File: config.mk
export PLATFORM = sky130hd
export DESIGN_NAME = wstd_ctrl
export DESIGN_NICKNAME = d
export VERILOG_FILES = /design/src/hdl/wstd_pkg.sv /design/src/hdl/wstd_ctrl.sv
export SDC_FILE = /design/constraint.sdc
export NUM_CORES = 1
export LEC_CHECK = 0
export ABC_AREA = 1
export ABC_CLOCK_PERIOD_IN_PS = 1600
export BUFFER_PORTS_ARGS = -buffer_cell sky130_fd_sc_hd__buf_2
export CAP_MARGIN = 20
export CORE_AREA = 4 4 41 43
export CTS_CLUSTER_DIAMETER = 60
export DETAILED_ROUTE_END_ITERATION = 10
export DIE_AREA = 0 0 45 47
export PLACE_DENSITY_LB_ADDON = 0.25
export SYNTH_ARGS = -nofsm -noshare
export SYNTH_HDL_FRONTEND = slang
export SYNTH_SLANG_ARGS = --single-unit
File: constraint.sdc
create_clock -name clk -period 1.6 [get_ports clk]
set_clock_uncertainty 0.1 [all_clocks]
set_input_delay 0.24 -clock clk [delete_from_list [all_inputs] [get_ports clk]]
set_output_delay 0.24 -clock clk [all_outputs]
set_load 0.005 [all_outputs]
File: src/hdl/wstd_pkg.sv
// Package with the shared constants, types and codes of the weighted server task dispatcher.
package wstd_pkg;

	localparam int NUM_SERVERS     = 16;
	localparam int MAX_BATCH_TASKS = 1048576;

	localparam int IDX_W    = 4;
	localparam int WEIGHT_W = 20;
	localparam int DUR_W    = 20;
	localparam int TIME_W   = 40;
	localparam int COUNT_W  = $clog2(MAX_BATCH_TASKS + 1);
	localparam int SRV_W    = (NUM_SERVERS > 1) ? $clog2(NUM_SERVERS) : 1;

	localparam int GROUP      = 4;
	localparam int NUM_GROUPS = (NUM_SERVERS + GROUP - 1) / GROUP;

	localparam logic [TIME_W-1:0] TIME_MAX = {TIME_W{1'b1}};

	localparam logic OP_LOAD = 1'b0;
	localparam logic OP_TASK = 1'b1;

	typedef enum logic [1:0] {
		STATUS_OK        = 2'd0,
		STATUS_NO_SERVER = 2'd1,
		STATUS_LIMIT     = 2'd2
	} result_status_t;

	typedef enum logic [2:0] {
		ST_IDLE,
		ST_DECODE,
		ST_RED1,
		ST_RED2,
		ST_SEL1,
		ST_SEL2
	} state_t;

	typedef struct packed {
		logic           capture;
		logic           load_write;
		logic           prep;
		logic           red1;
		logic           red2;
		logic           sel1;
		logic           commit;
		logic           emit_err;
		result_status_t err_code;
	} cmd_t;

	typedef struct packed {
		logic is_load;
		logic idx_ok;
		logic any_present;
		logic limit;
	} stat_t;

endpackage

File: src/hdl/wstd_ctrl.sv
// Controller state machine that sequences decode, the two reductions and the commit.
module wstd_ctrl (
	input  logic                 clk,
	input  logic                 arst_n,
	input  logic                 start,
	input  wstd_pkg::stat_t      stat,
	output wstd_pkg::cmd_t       cmd,
	output logic                 busy
);

	wstd_pkg::state_t state_q;
	wstd_pkg::state_t state_nxt;

	always_ff @(posedge clk or negedge arst_n) begin
		if (!arst_n) begin
			state_q <= wstd_pkg::ST_IDLE;
		end else begin
			state_q <= state_nxt;
		end
	end

	always_comb begin
		state_nxt = state_q;
		unique case (state_q)
			wstd_pkg::ST_IDLE: begin
				if (start) begin
					state_nxt = wstd_pkg::ST_DECODE;
				end
			end
			wstd_pkg::ST_DECODE: begin
				if (stat.is_load || !stat.any_present || stat.limit) begin
					state_nxt = wstd_pkg::ST_IDLE;
				end else begin
					state_nxt = wstd_pkg::ST_RED1;
				end
			end
			wstd_pkg::ST_RED1: state_nxt = wstd_pkg::ST_RED2;
			wstd_pkg::ST_RED2: state_nxt = wstd_pkg::ST_SEL1;
			wstd_pkg::ST_SEL1: state_nxt = wstd_pkg::ST_SEL2;
			wstd_pkg::ST_SEL2: state_nxt = wstd_pkg::ST_IDLE;
			default: state_nxt = wstd_pkg::ST_IDLE;
		endcase
	end

	always_comb begin
		cmd = '0;
		cmd.err_code = wstd_pkg::STATUS_OK;
		busy = (state_q != wstd_pkg::ST_IDLE);
		unique case (state_q)
			wstd_pkg::ST_IDLE: begin
				cmd.capture = start;
			end
			wstd_pkg::ST_DECODE: begin
				if (stat.is_load) begin
					cmd.load_write = stat.idx_ok;
				end else if (!stat.any_present) begin
					cmd.emit_err = 1'b1;
					cmd.err_code = wstd_pkg::STATUS_NO_SERVER;
				end else if (stat.limit) begin
					cmd.emit_err = 1'b1;
					cmd.err_code = wstd_pkg::STATUS_LIMIT;
				end else begin
					cmd.prep = 1'b1;
				end
			end
			wstd_pkg::ST_RED1: cmd.red1 = 1'b1;
			wstd_pkg::ST_RED2: cmd.red2 = 1'b1;
			wstd_pkg::ST_SEL1: cmd.sel1 = 1'b1;
			wstd_pkg::ST_SEL2: cmd.commit = 1'b1;
			default: cmd = '0;
		endcase
	end

endmodule

==> impl_metrics.tcl, run 1 <==
set metrics [dict create \
    rsz0062_at_grt "no" \
    regMostFlops "state_q" \
    grt_max_degree 8 \
    finalHoldViolCount 0 \
    reg2regPathDepth 4 \
    syn_area_um2 238 \
    synth_top_area_share_pct 31.6 \
    synth.area.top_cells "dfrtp_1 32%, nand2_1 14%, inv_1 11%" \
    synth_xor_area_share_pct 0 \
    setup_tns_ns 0 \
    max_freq_ghz 0.675 \
    cp-start-kind "flip-flop" \
    finalSetupViolCount 0 \
    core_mm2 0.00130 \
    ff2ff_setup_slack_ns 0.62 \
    clkTransAtPathRegs_ns 0.04 \
    synth_cells 38 \
    worstPathRequired_ns 1.26 \
    dr.pass1.iters 2 \
    clkLatencyLatePin_ns 0.23 \
    period_needed_ns 1.48 \
    worstSetupPathType "reg -> out" \
    seq_area_frac_synth_pct 31.6 \
    avgViaCountPerCell 3.69 \
    slowest_stage "dfrtp_1" \
    power_leakage_nw 0.249 \
    max-cap-violations 0 \
    cp.depth 4 \
    slew_headroom_pct 84.0 \
    grt_usage_pct 6.57 \
    rows 13 \
    die_height_um 47 \
    largest_register_ffs 3 \
    synthAdderAreaFrac_pct 0 \
    die_area_mm2 0.00212 \
    antenna_found_initial 0 \
    synth-compound-area-share_pct 4.21 \
    vias 277 \
    syn_nets 45 \
    path_delay_family "flip-flops" \
    hp-class "in -> async" \
    synth_top_family_by_area "simple AND/OR/NAND/NOR gates" \
    cp.arrival_ns 1.14 \
    grt_use_met3_pct 1.53 \
    worst-slew-pin-transition_ns 0.240 \
    slew_viol_final 0 \
    ctsLongestPathBuffers 2 \
    gr-usage-met1_pct 7.76 \
    finalCritPeriodShare_pct 92.6 \
    cp_max_fo 7 \
    cts_tree "yes" \
    r2r-end "state_q[0]" \
    synth_cell_type_count 12 \
    ys_ff_latch 3 \
    htreeDepth 1 \
    powerDensity_mw_per_mm2 1550 \
    reg_top3 "state_q: 3 flops" \
    slowest_delay_ns 0.45 \
    wl_um 594 \
    ctsResizeCount 0 \
    cts_buffers 3 \
    path_buf_inv 2 \
    power.total_w 0.000585 \
    n_antenna_cell 0 \
    gr-total-overflow 0 \
    top_usage_layer "met2" \
    yosys.area.top_type "dfrtp_1" \
    portBuffers 17 \
    globalplace.congestion 0.714 \
    ios 18 \
    end_kind "output port" \
    antenna_left 0 \
    first_iter_violations 1 \
    ctsRootBufferMaster "clkbuf_4" \
    synthToLayoutAreaGrowth_pct 58.9 \
    dp_hpwl_um 511 \
    synthMuxAreaShare_pct 0 \
    grt_pass1_vias 257 \
    grt_pass1_wl_um 979 \
    die_w_um 45 \
    status "finished, final reports clean" \
    drc_errors 0 \
    nets 68 \
    irDropWorstVdd_mv 0.618 \
    worstPathCellList "inv_2 -> nand3_2 -> nor3_2 -> buf_2" \
    synthSimpleGateAreaFrac_pct 50.0 \
    syn_area_per_cell_um2 6.26 \
    layout-drive-gt1-share_pct 46.7 \
    reg2reg_from "state_q[0]" \
    grtUsageMet2_pct 9.32 \
    cts.sinks 3 \
    start_util_pct 18.3 \
    post_drt_wl_per_cell_um 7.92 \
    yosys_warnings 0 \
]
[worst reg2reg max path: stages (launching register included)]
cell,delay (ns)
dfrtp_1,0.45
nor2_2,0.15
nand3_1,0.09
nand2_1,0.06
inv_1,0.04
[metrics by stage]
stage / worst slack [ns] / area, um^2 / hold WS (ns) / cells / utilization, %
after detailed placement: 0.349 / 342 / -0.0623 / 70 / 26.3
after floorplan: 0.494 / 238 / -0.156 / 38 / -
after global routing: 0.0139 / 378 / 0.240 / 75 / 29.0
final: 0.118 / 378 / 0.223 / 75 / 29.0
after global placement: 0.364 / 342 / -0.0604 / 70 / 26.3
after CTS: 0.0948 / 378 / 0.216 / 75 / 29.0
[cell families after synthesis]
logic type             Yosys count
flip-flops                       3
AND/OR/NAND/NOR                 24
buffers and inverters            9
AO/OA/AOI/OAI                    2
[cells in the mapped netlist]
cell / instances
inv_1: 7
nand3_1: 2
inv_2: 2
nor2_2: 2
dfrtp_1: 3
nand2_2: 1
o21ai_1: 1
nor2_1: 7
nand3_2: 1
a21oi_1: 1
nand2_1: 9
nor3_2: 2
[how the worst max path moves through the flow]
stage / start / to / slack, ns
6_report: state_q[2] / cmd[0] / 0.12
5_1_grt: state_q[2] / cmd[1] / 0.01
4_1_cts: state_q[2] / cmd[0] / 0.09
3_5_place_dp: state_q[2] / cmd[0] / 0.35
3_3_place_gp: state_q[2] / cmd[0] / 0.36
2_1_floorplan: state_q[2] / cmd[2] / 0.49
[layer usage]
layer | vias up | share of wire [%]
met1 | 111 | 42
li1 | 158 | -
met4 | 0 | 0
met5 | - | 0
met2 | 8 | 47
met3 | 0 | 11
[cell usage in the layout (no fill, tap or decap)]
cell type / instances
a21oi_1: 1
buf_2: 17
clkbuf_1: 1
clkbuf_4: 3
dfrtp_1: 3
dlygate4sd3_1: 1
inv_1: 7
inv_2: 2
nand2_1: 9
nand2_2: 1
nand3_1: 2
nand3_2: 1
nor2_1: 7
nor2_2: 2
nor3_2: 2
o21ai_1: 1
[power breakdown]
| part | total [W] | switching [W] | internal, W |
|---|---|---|---|
| registers | 0.000168 | 0.0000594 | 0.000108 |
| logic | 0.000285 | 0.000159 | 0.000127 |
| clock network | 0.000132 | 0.0000384 | 0.0000934 |
| total | 0.000585 | 0.000257 | 0.000328 |
[area by class of cell]
cell class                 count  area (um^2)
timing repair buffer          18         95.1
clock buffer                   4         26.3
sequential                     3         75.1
fill                         161          923
inverter                       9         33.8
tap                           15         18.8
multi-input combinational     26          129
[what timing repair did]
item	CTS	global route
hold buffers	1	0
endpoints found under the hold margin	3	0
buffers inserted	0	0
(Power assumes the default switching activity.)
==> run 2, diff against run 1 <==
ABC_AREA = unset   (was 1)
==> impl_metrics.tcl, run 2 <==
set metrics [dict create \
    reg_top3 "state_q: 3 flops" \
    post_drt_wl_per_cell_um 9.75 \
    hp-class "in -> async" \
    synth-edff-count 0 \
    antenna_left 0 \
    dp_hpwl_um 473 \
    cts_buffers 3 \
    instances_no_fill 67 \
    final_cell_mix "16 x buf_2, 5 x buf_4, 4 x nor2_1" \
    cp_max_fo 5 \
    ios 18 \
    nFillCells 153 \
    cp-start-kind "flip-flop" \
    top_usage_layer "met2" \
    reg2reg_from "state_q[2]" \
    postLayoutCoreUtil_pct 32.2 \
    ctsLongestPathBuffers 2 \
    grt_pass1_vias 278 \
    n_antenna_cell 0 \
    dr.pass1.iters 2 \
    netlist_top_cells_count "5 x nor2_1, 3 x dfrtp_1, 3 x nand2_1" \
    synthToLayoutAreaGrowth_pct 89.3 \
    synth_cell_type_count 17 \
    drc_errors 0 \
    die_area_mm2 0.00212 \
    die_w_um 45 \
    cp.arrival_ns 1.38 \
    seq_area_frac_synth_pct 33.9 \
    slowest_stage "or4b_4" \
    worstSetupPathType "reg -> out" \
    gr-total-overflow 0 \
    powerDensity_mw_per_mm2 1680 \
    worst-slew-pin-transition_ns 0.220 \
    status "complete, but fails checks" \
    rows 13 \
    grt_use_met3_pct 2.68 \
    rsz0062_at_grt "yes" \
    synth_most_common_cell "nor2_1" \
    grt_max_degree 10 \
    antenna_found_initial 0 \
    finalCritPeriodShare_pct 108 \
    async_flop_share_pct 100 \
    violations "setup timing" \
    ff2ff_setup_slack_ns 0.36 \
    regMostFlops "state_q" \
    grt_pass1_wl_um 1090 \
    end_kind "output port" \
    synth_top_area_share_pct 33.9 \
    vias 281 \
    period_needed_ns 1.72 \
    fin_ws_ns -0.125 \
    mostFrequentLayoutCell "buf_2" \
    start_util_pct 17.0 \
    portBuffers 17 \
    synth_cells 26 \
    avgViaCountPerCell 4.19 \
    cts_tree "yes" \
    wl_um 653 \
    syn_area_per_cell_um2 8.52 \
    clkTransAtPathRegs_ns 0.04 \
    layout-drive-gt1-share_pct 61.5 \
    gr-usage-met1_pct 8.03 \
    syn_area_um2 221 \
    placedCellCount 59 \
    ctsRootBufferMaster "clkbuf_4" \
    slowest_delay_ns 0.55 \
    slew_viol_final 0 \
    ys_ff_latch 3 \
    yosys.area.top_type "dfrtp_1" \
    first_iter_violations 4 \
    max-cap-violations 0 \
    cts.sinks 3 \
    slew_headroom_pct 85.3 \
    reg2regPathDepth 2 \
    core_mm2 0.00130 \
    power_leakage_nw 0.235 \
    yosys_warnings 0 \
    finalSetupViolCount 5 \
    irDropWorstVdd_mv 0.639 \
    die_height_um 47 \
    worstPathCellList "or4b_4 -> nor2b_1 -> buf_2" \
    finalHoldViolCount 0 \
    synth.area.top_cells "dfrtp_1 34%, nor2_1 8.5%, nor3b_1 6.8%" \
    r2r-end "state_q[1]" \
    largest_register_ffs 3 \
    grtUsageMet2_pct 11.6 \
    htreeDepth 1 \
    globalplace.congestion 0.586 \
    grt_usage_pct 7.29 \
    syn_nets 33 \
    nets 60 \
    worstPathRequired_ns 1.26 \
    max_freq_ghz 0.580 \
    synthFlopType "dfrtp_1" \
    clkLatencyLatePin_ns 0.23 \
]
==> run 2: cell count changes after synthesis, sizes merged, moves of 2 or more <==
cell / before / now
nor3b: 0 / 2
inv: 9 / 1
nand3: 3 / 0
o21bai: 0 / 2
buf: 0 / 2
nand2: 10 / 3
nor2: 9 / 5
==> run 2: worst max path at each step <==
stage	startpoint	to	slack (ns)	cells past startpoint
global placement	state_q[1]	cmd[2]	0.11	3
global route	state_q[2]	cmd[2]	-0.21	3
floorplan	state_q[1]	cmd[2]	0.08	3
finish	state_q[2]	cmd[2]	-0.12	3
detailed placement	state_q[1]	cmd[2]	0.10	3
CTS	state_q[2]	cmd[2]	-0.14	3
==> run 2: cell families (layout without fill, tap and decap cells) <==
family	after synthesis	in the layout	share of synthesized area, %
flops	3	3	33.9
simple gates	17	17	45.2
compound gates	3	3	11.9
buf+inv	3	29	9.04
==> run 2: report_power, final <==
group / total (W) / switching, W / internal, W
Clock: 0.000131 / 0.0000373 / 0.0000933
Sequential: 0.000138 / 0.0000283 / 0.000109
Combinational: 0.000436 / 0.000175 / 0.000261
==> run 2: timing repair <==
| item | CTS | global route |
|---|---|---|
| hold endpoints to repair | 3 | 0 |
| pin swaps | 2 | 2 |
| hold buffers | 1 | 0 |
| gates resized for setup | 2 | 4 |
| setup endpoints to repair | 6 | 8 |
| buffers inserted | 2 | 1 |
==> run 2: final cells by class <==
type                       count  area, um^2  share of cell area [%]
inverter                       1        3.75                   0.896
clock buffer                   4        26.3                    6.27
timing repair buffer          24         150                    35.8
sequential                     3        75.1                    17.9
tap                           15        18.8                    4.48
multi-input combinational     20         145                    34.6
==> run 2: critical path: cells and delay by family (launching register included) <==
| kind | cells | cell delay, ns |
|---|---|---|
| simple gates | 2 | 0.67 |
| flops | 1 | 0.37 |
| buf+inv | 1 | 0.11 |
==> run 2: per-stage QoR <==
step | setup TNS (ns) | cell area, um^2 | hold slack [ns] | setup slack, ns | total power (W)
2_1_floorplan | 0 | 221 | -0.156 | 0.0803 | 0.000322
3_3_place_gp | 0 | 332 | -0.0607 | 0.112 | 0.000458
3_5_place_dp | 0 | 332 | -0.0602 | 0.102 | 0.000457
4_1_cts | -0.598 | 392 | 0.235 | -0.142 | 0.000637
5_1_grt | -1.08 | 419 | 0.260 | -0.207 | 0.000774
6_report | -0.541 | 419 | 0.236 | -0.125 | 0.000704
==> run 2: metal layers <==
| layer | vias up | wire length (um) |
|---|---|---|
| li1 | 144 | - |
| met1 | 121 | 280 |
| met2 | 16 | 278 |
| met3 | 0 | 94 |
| met4 | 0 | 0 |
| met5 | - | 0 |
==> run 3, diff against run 2 <==
--- a/config.mk
+++ b/config.mk
@@ -6,4 +6,5 @@
 export NUM_CORES = 1
 export LEC_CHECK = 0
+export ABC_AREA = 1
 export ABC_CLOCK_PERIOD_IN_PS = 1600
 export BUFFER_PORTS_ARGS = -buffer_cell sky130_fd_sc_hd__buf_2
==> constraint.sdc (replaced) <==
create_clock -name clk -period 1.6 [get_ports clk]
set_clock_uncertainty 0.1 [all_clocks]
set_input_delay 0.24 -clock clk [delete_from_list [all_inputs] [get_ports clk]]
set_output_delay 0.24 -clock clk [all_outputs]
set_load 0.02 [all_outputs]
==> impl_metrics.tcl, run 3 (synthesis results as in run 1) <==
set metrics [dict create \
    status "finished, final reports clean" \
    setup_tns_ns 0 \
    gr-total-overflow 0 \
    die_w_um 45 \
    cp.arrival_ns 1.17 \
    finalHoldViolCount 0 \
    cp_max_fo 7 \
    largest_register_ffs 3 \
    rows 13 \
    powerDensity_mw_per_mm2 1780 \
    finalCritPeriodShare_pct 94.3 \
    slowest_delay_ns 0.44 \
    wl_um 592 \
    post_drt_wl_per_cell_um 7.89 \
    finalSetupViolCount 0 \
    n_antenna_cell 0 \
    globalplace.congestion 0.713 \
    start_util_pct 18.3 \
    dp_hpwl_um 507 \
    synthToLayoutAreaGrowth_pct 60.5 \
    slew_headroom_pct 84.3 \
    worstPathCellList "inv_2 -> nand3_2 -> nor3_2 -> buf_2" \
    antenna_found_initial 0 \
    grt_pass1_wl_um 966 \
    p_int_w 0.000334 \
    postCtsSetupBuffers 0 \
    ctsLongestPathBuffers 2 \
    power.switching_w 0.000346 \
    portBuffers 17 \
    layout-drive-gt1-share_pct 48.3 \
    irDropWorstVdd_mv 0.653 \
    switching_share_pct 50.9 \
    core_mm2 0.00130 \
    worstSetupPathType "reg -> out" \
    max-cap-violations 0 \
    final_cell_area_um2 382 \
    reg2reg_from "state_q[0]" \
    pwr-share-clk_pct 19.4 \
    cts_buffers 3 \
    first_iter_violations 1 \
    rsz0062_at_grt "no" \
    drc_errors 0 \
    clkLatencyLatePin_ns 0.23 \
    max_freq_ghz 0.663 \
    regMostFlops "state_q" \
    die_height_um 47 \
    final_cell_mix "16 x buf_2, 9 x nand2_1, 7 x nor2_1, 7 x inv_1, 3 x clkbuf_4" \
    hp-class "in -> async" \
    grt_usage_pct 6.49 \
    htreeDepth 1 \
    ctsRootBufferMaster "clkbuf_4" \
    cp-start-kind "flip-flop" \
    power_leakage_nw 0.247 \
    ff2ff_setup_slack_ns 0.62 \
    slowest_stage "dfrtp_2" \
    combPwrFrac_pct 55.6 \
    placed_area_um2 342 \
    reg_top3 "state_q: 3 flops" \
    vias 280 \
    r2r-end "state_q[0]" \
    slew_viol_final 0 \
    power.total_w 0.000681 \
    nets 68 \
    worstPathRequired_ns 1.26 \
    avgViaCountPerCell 3.73 \
    period_needed_ns 1.51 \
    dr.pass1.iters 2 \
    clkTransAtPathRegs_ns 0.04 \
    placedCellCount 70 \
    grt_max_degree 8 \
    worst-slew-pin-transition_ns 0.236 \
    ios 18 \
    power_frac_seq_pct 25.0 \
    reg2regPathDepth 4 \
    cts.sinks 3 \
    end_kind "output port" \
    die_area_mm2 0.00212 \
    cts_tree "yes" \
    postLayoutCoreUtil_pct 29.3 \
    mostFrequentLayoutCell "buf_2" \
    instances_no_fill 75 \
    antenna_left 0 \
    grt_pass1_vias 258 \
]
## run 3: final cells by class
type	count	area, um^2
Clock buffer	4	26.3
Fill cell	157	920
Inverter	9	33.8
Multi-Input combinational cell	26	129
Sequential cell	3	76.3
Tap cell	15	18.8
Timing Repair Buffer	18	97.6
## run 3: power by group through the flow
| stage | Clock (W) | Combinational, W | Sequential [W] |
|---|---|---|---|
| after detailed placement | 0 | 0.000384 | 0.000169 |
| after floorplan | 0 | 0.000274 | 0.000162 |
| after global placement | 0 | 0.000382 | 0.000172 |
| after CTS | 0.000140 | 0.000387 | 0.000168 |
| after global routing | 0.000139 | 0.000429 | 0.000183 |
| final | 0.000132 | 0.000379 | 0.000170 |
## run 3: critical path: cells and delay by family, from the launching register on
kind,cells,cell delay (ns)
buffers and inverters,2,0.28
AND/OR/NAND/NOR,2,0.22
flip-flops,1,0.44
## run 3: how the worst max path moves through the flow
stage | startpoint | end | slack, ns | cells past startpoint
4_1_cts | state_q[2] | cmd[0] | 0.05 | 4
3_3_place_gp | state_q[2] | cmd[0] | 0.31 | 4
2_1_floorplan | state_q[0] | cmd[9] | 0.21 | 3
5_1_grt | state_q[2] | cmd[8] | 0.003 | 4
6_report | state_q[2] | cmd[0] | 0.09 | 4
3_5_place_dp | state_q[2] | cmd[0] | 0.30 | 4
## run 3: metal layers
layer	wire [um]	part of all wire [%]	GRT usage [%]	up-vias
li1	-	-	-	158
met1	250	42	7.53	114
met2	284	48	9.04	8
met3	57	9.6	1.92	0
met4	0	0	7.02	0
met5	0	0	0	-
## run 3: repair_timing
item | in CTS | in global routing
endpoints found under the setup margin | 0 | 5
hold buffers | 1 | 0
gates resized for setup | 0 | 2
hold endpoints to repair | 3 | 0
## run 3: metrics by stage
| stage | setup WS, ns | hold WS (ns) |
|---|---|---|
| after floorplan | 0.206 | -0.156 |
| after global routing | 0.00253 | 0.257 |
| after detailed placement | 0.300 | -0.0613 |
| after global placement | 0.313 | -0.0603 |
| final | 0.0916 | 0.227 |
| after CTS | 0.0459 | 0.219 |
